===== src/hw/rtl/iafd_pkg.sv =====
`default_nettype none
package iafd_pkg;

	localparam int unsigned DataW = 64;

	typedef enum logic [3:0] {
		K_LT   = 4'd0,
		K_LE   = 4'd1,
		K_GT   = 4'd2,
		K_GE   = 4'd3,
		K_EQ   = 4'd4,
		K_NE   = 4'd5,
		K_LAND = 4'd6,
		K_LOR  = 4'd7,
		K_ADD  = 4'd8,
		K_SUB  = 4'd9,
		K_MUL  = 4'd10,
		K_XOR  = 4'd11,
		K_AND  = 4'd12,
		K_OR   = 4'd13,
		K_DIV  = 4'd14,
		K_MOD  = 4'd15
	} kind_t;

	typedef struct packed {
		logic             vld;
		kind_t            kind;
		logic             sa;
		logic             sb;
		logic [DataW-1:0] bval;
		logic [DataW-1:0] res;
		logic [DataW-1:0] rem;
		logic [DataW-1:0] dvd;
		logic [DataW-1:0] mb;
	} stage_t;

endpackage
`default_nettype wire


===== src/hw/rtl/iafd_div_step.sv =====
`default_nettype none
module iafd_div_step import iafd_pkg::*; (
	input  wire logic   clk,
	input  wire logic   arst_n,
	input  wire logic   en,
	input  wire stage_t d_in,
	output stage_t      d_out
);

	logic [DataW:0] t;
	logic [DataW:0] diff;
	logic           ge;
	stage_t         nxt;
	logic           vld_q;
	stage_t         dat_q;

	always_comb begin
		t    = {d_in.rem, d_in.dvd[DataW-1]};
		diff = t - {1'b0, d_in.mb};
		ge   = ~diff[DataW];
		nxt  = d_in;
		nxt.rem = ge ? diff[DataW-1:0] : t[DataW-1:0];
		nxt.dvd = {d_in.dvd[DataW-2:0], ge};
	end

	always_ff @(posedge clk or negedge arst_n) begin
		if (!arst_n) begin
			vld_q <= 1'b0;
		end else if (en) begin
			vld_q <= nxt.vld;
		end
	end

	always_ff @(posedge clk) begin
		if (en) begin
			dat_q <= nxt;
		end
	end

	always_comb begin
		d_out     = dat_q;
		d_out.vld = vld_q;
	end

endmodule
`default_nettype wire


===== config.mk =====
export PLATFORM = sky130hd
export DESIGN_NAME = iafd_div_step
export DESIGN_NICKNAME = d
export VERILOG_FILES = /design/src/hw/rtl/iafd_pkg.sv /design/src/hw/rtl/iafd_div_step.sv
export SDC_FILE = /design/constraint.sdc
export NUM_CORES = 1
export LEC_CHECK = 0
export ABC_AREA = 1
export CAP_MARGIN = 25
export CORE_AREA = 4 4 256 258
export DETAILED_ROUTE_END_ITERATION = 10
export DIE_AREA = 0 0 260 262
export DONT_BUFFER_PORTS = 1
export PLACE_DENSITY = 0.39
export SYNTH_ARGS = -nofsm -noshare
export SYNTH_HDL_FRONTEND = slang
export SYNTH_SLANG_ARGS = --single-unit

===== constraint.sdc =====
create_clock -name clk -period 1.2 [get_ports clk]
set_input_delay 0.36 -clock clk [delete_from_list [all_inputs] [get_ports clk]]
set_output_delay 0.36 -clock clk [all_outputs]
set_load 0.05 [all_outputs]

# Yosys cells after proc, flatten, opt, wreduce, memory -nomap -nowiden
# Cells that the tools add are included.
[word_totals]
regBits = 327
latchBits = 0
mem_bits_rw = 0
romBits = 0
inputBits = 330
output_inout_bits = 327
elab_cells = 12
memories = 0
[op_classes]
addsub = 1
n_mul = 0
div_mod_pow = 0
magnitude_cmp = 0
eq_ne = 0
shift = 0
mux = 1
bitwise = 1
n_reduce_logical = 0
[op_table]
columns = ["cell", "n"]
rows = [
  ["$sub 65x64->65", 1],
  ["$mux 64", 1],
  ["$not 1->1", 1],
]

# Longest topological paths before layout
[logic_depth]
ltp_word = 2
depth_mapped = 20
depth_no_buf = 18

# Worst setup path after synthesis
# Ideal clock, no wire load.
[synth_timing]
kind = "input to register"
from = "input d_in[127] (netlist name)"
to = "register dat_q, in the netlist d_out[169], data pin"
setup_time_ns = 0.252
t_arrival_ns = 2.157
t_required_ns = 0.948
slack_ns = -1.209
stages = 19
path_buffers = 2
cell_sequence = "inv_1 ha_1 fa_1 inv_1 nand2_1 nand2_1 nand3_1 nand2_2 nand2_1 nand2_2 nand2_1 nand2_2 nand2_2 nand3_1 nand2_2 buf_12 buf_12 nand2_2 nand2_1"
[synth_lines]
columns = ["item", "line_no", "rtl"]
rows = [
  ["start, declared", "iafd_div_step.sv:6", "input wire stage_t d_in,"],
  ["end signal, assigned", "iafd_div_step.sv:36", "dat_q <= nxt;"],
  ["end, declared", "iafd_div_step.sv:15", "stage_t dat_q;"],
]

==> impl_metrics.csv <==
group,metric,value,unit
clock_tree,tritoncts,"built",
place,routabilityCongestion,0.906,
finish,final_area,0.0316,mm2
timing,min_period,1910,ps
clock_tree,cts_buffers,40,
finish,fillCellCount,5909,
place,dp_hpwl,64.4,mm
finish,nNetsFinal,3342,
routing,vias_per_cell,4.40,
worst_setup_path,worstSetupEndpointType,"register",
synth,yosys_warnings,0,
timing,timing.setup.tns,-144820,ps
power,peakVddDrop,0.00104,V
synth,yosys.area.top_type,"edfxtp_1",
clock_tree,clk_pin_slew_worst_paths,70,ps
outcome,status,"complete, but fails checks",
clock_tree,htreeDepth,2,
timing,fin_skew,0,ps
synth,synth_cells,1940,
hold_path,hold_start,"en",
routing,drc,0,
synth,synth.distinct_cells,33,
place,placement.cell_area,0.0233,mm2
grt,grt_pass1_vias,17500,
grt,grt_max_degree,328,
synth,ys_seq_area_frac,0.575,
routing,wl,87.3,mm
worst_setup_path,r2r_setup_slack,250,ps
power,leakage,14.8,nW
grt,grtUsageTotal,0.242,
grt,antenna_found_initial,2,
die,io_pins,657,
worst_setup_path,crit_start,"d_in[63]",
power,power.density,1330,mW/mm2
routing,final_antenna_net_count,0,
job,cap_violations,0,
timing,finalCritPeriodShare,1.59,
hold_path,hold_end,"d_out[168]$_DFFE_PP_",
clock_tree,cts_num_sinks,327,
routing,firstDrtPassIters,5,
die,start_util,0.271,
finish,drive_gt1_frac,0.386,
timing,hold_violations,38,
synth,yosysMostFrequentCell,"nand2_1",
worst_setup_path,critPathMaxFanout,8,
worst_setup_path,crit_type,"in -> reg",
worst_setup_path,ff2ff_path_depth,1,
routing,via_count,16800,
worst_setup_path,worstPathRequired,1530,ps
grt,grt_overflow_total,0,
synth,synth_nets,2335,
synth,ys_ff_latch,327,
die,die_w,260,um
power,p_total,42.0,mW
die,rows,92,
timing,clock.fmax,524,MHz
outcome,violations,"hold timing, setup timing",
hold_path,hold_depth,0,
clock_tree,cts_buffer_depth,3,
place,portBuffers,0,
timing,worstMarginPinSlew,1340,ps
finish,areaGrowthSynthToFinish,85.1,%
timing,relSlewSlack,0.105,
synth,synth_flop_cell,"edfxtp_1",
worst_setup_path,worstPathArrival,2240,ps
clock_tree,insertion_delay,560,ps
worst_setup_path,reg2reg_to,"vld_q$_DFFE_PN0P_",
grt,grt_first_pass_wirelength,120,mm
synth,synthArstFlopShare,0.00306,
worst_setup_path,r2r-start,"vld_q$_DFFE_PN0P_",
die,dieHeight,262,um
timing,rsz0062_at_grt,"yes",
synth,synth_edf_count,326,
synth,syn_area,0.0171,mm2
synth,ys_top_cells_by_area,"edfxtp_1 (57%), nand2_1 (17%), inv_1 (8.6%), ha_1 (4.7%), nor2_1 (2.3%)",
routing,wl_per_cell,22.8,um
clock_tree,root_buffer,"clkbuf_16",
die,coreArea,0.0630,mm2
synth,yosys.area.top_type_share,0.573,
routing,drt_iter0_drc,964,
worst_setup_path,cp-start-kind,"input pin",
timing,layout_setup_ws,-709,ps
hold_path,hp-class,"in -> reg",
timing,report.final.slew_viol_count,0,
timing,hold_ws,-92.9,ps
synth,syn_avg_cell_area,8.81,um2
timing,finalSetupViolations,392,
synth,ys_top_cells_by_count,"nand2_1 (794), inv_1 (391), edfxtp_1 (326), nor2_1 (103), nand3_1 (70)",
die,die_area,0.0681,mm2
## state kept, by name, summed over array words and instances, names as in the netlist
register	count
d_out	326
vld_q	1
## cells in the final DEF (no fill, tap or decap), types with 8 or more instances in the layout
cell and n:
buf_6 274, nand2_2 191, ha_1 9, nor3_1 10, ha_4 52, buf_16 9
inv_1 351, nand3_2 8, xor2_1 30, buf_12 63, clkbuf_16 43, o21bai_1 8
nor2_1 68, nand3_1 55, nand2_4 59, inv_2 38, a21oi_1 34, nor2_2 29
nor2_4 14, buf_4 301, nand2_1 571, dlygate4sd3_1 328, clkbuf_1 8, edfxtp_1 326
a21oi_2 11, nand4_1 18
## kinds of logic (layout without fill, tap and decap cells)
family / count (synthesis) / in the layout / synth area share
AOI/OAI and AO/OA: 62 / 62 / 0.0193
other: 0 / 1 / 0
and+or+nand+nor: 1044 / 1045 / 0.246
buffers and inverters: 410 / 1447 / 0.0956
muxes: 1 / 1 / 0.000659
adders and majority gates: 65 / 65 / 0.0480
DFF: 327 / 327 / 0.575
xor gates and xnor gates: 31 / 31 / 0.0159
## repair_timing
action / in CTS / in global routing
endpoints found under the hold margin: 439 / 54
pin swaps: 71 / 57
hold buffers: 327 / 1
cloned: 8 / 5
gates resized for setup: 578 / 193
buffers inserted: 25 / 7
endpoints found under the setup margin: 392 / 392
## per-stage QoR
step | worst slack (ps) | cells | hold WS (ps) | utilization
3_3_place_gp | -1470 | 3380 | 64.5 | 0.371
5_1_grt | -771 | 3825 | -113 | 0.502
4_1_cts | -618 | 3813 | -106 | 0.490
6_report | -709 | 3825 | -92.9 | 0.502
3_5_place_dp | -1460 | 3380 | 64.5 | 0.371
2_1_floorplan | -1120 | 1940 | 64.4 | -
## power breakdown
part / switching (mW) / total, mW / internal (mW)
Sequential: 0.668 / 14.6 / 13.9
Clock: 5.28 / 12.8 / 7.51
Combinational: 8.61 / 14.7 / 6.09
## routing by layer
metal / GRT usage / share of wire
met3: 0.0442 / 0.059
met2: 0.439 / 0.51
met5: 0 / 0.00015
met1: 0.288 / 0.40
met4: 0.0818 / 0.038
## layout make-up
class | count | area [um2] | area share
diodes | 1 | 2.50 | 0.0000791
clock buffers | 51 | 1070 | 0.0339
inverters | 396 | 1520 | 0.0480
repair buffers | 978 | 10200 | 0.323
multi-input cells | 1204 | 7630 | 0.241
flip-flops and latches | 327 | 9820 | 0.310
well taps | 846 | 1060 | 0.0335
clock inverters | 22 | 318 | 0.0101
## worst max path at each step
stage,slack [ps],endpoint
after floorplan,-1120,d_out[169]$_DFFE_PP_
after global routing,-770,d_out[156]$_DFFE_PP_
after global placement,-1470,d_out[181]$_DFFE_PP_
after CTS,-620,d_out[189]$_DFFE_PP_
after detailed placement,-1460,d_out[181]$_DFFE_PP_
final,-710,d_out[182]$_DFFE_PP_
## critical path, stage by stage
cell     delay (ps)
inv_1            90
ha_4            240
a21oi_2         150
o21ai_0         110
nor2_1          190
nand2_1         110
a21oi_4         220
nand2_4         110
nand2_4         110
nand2_8          80
buf_12          160
buf_16          170
nand2_4          70
nand2_1          40
No activity file was read; power rests on OpenSTA's default activity.
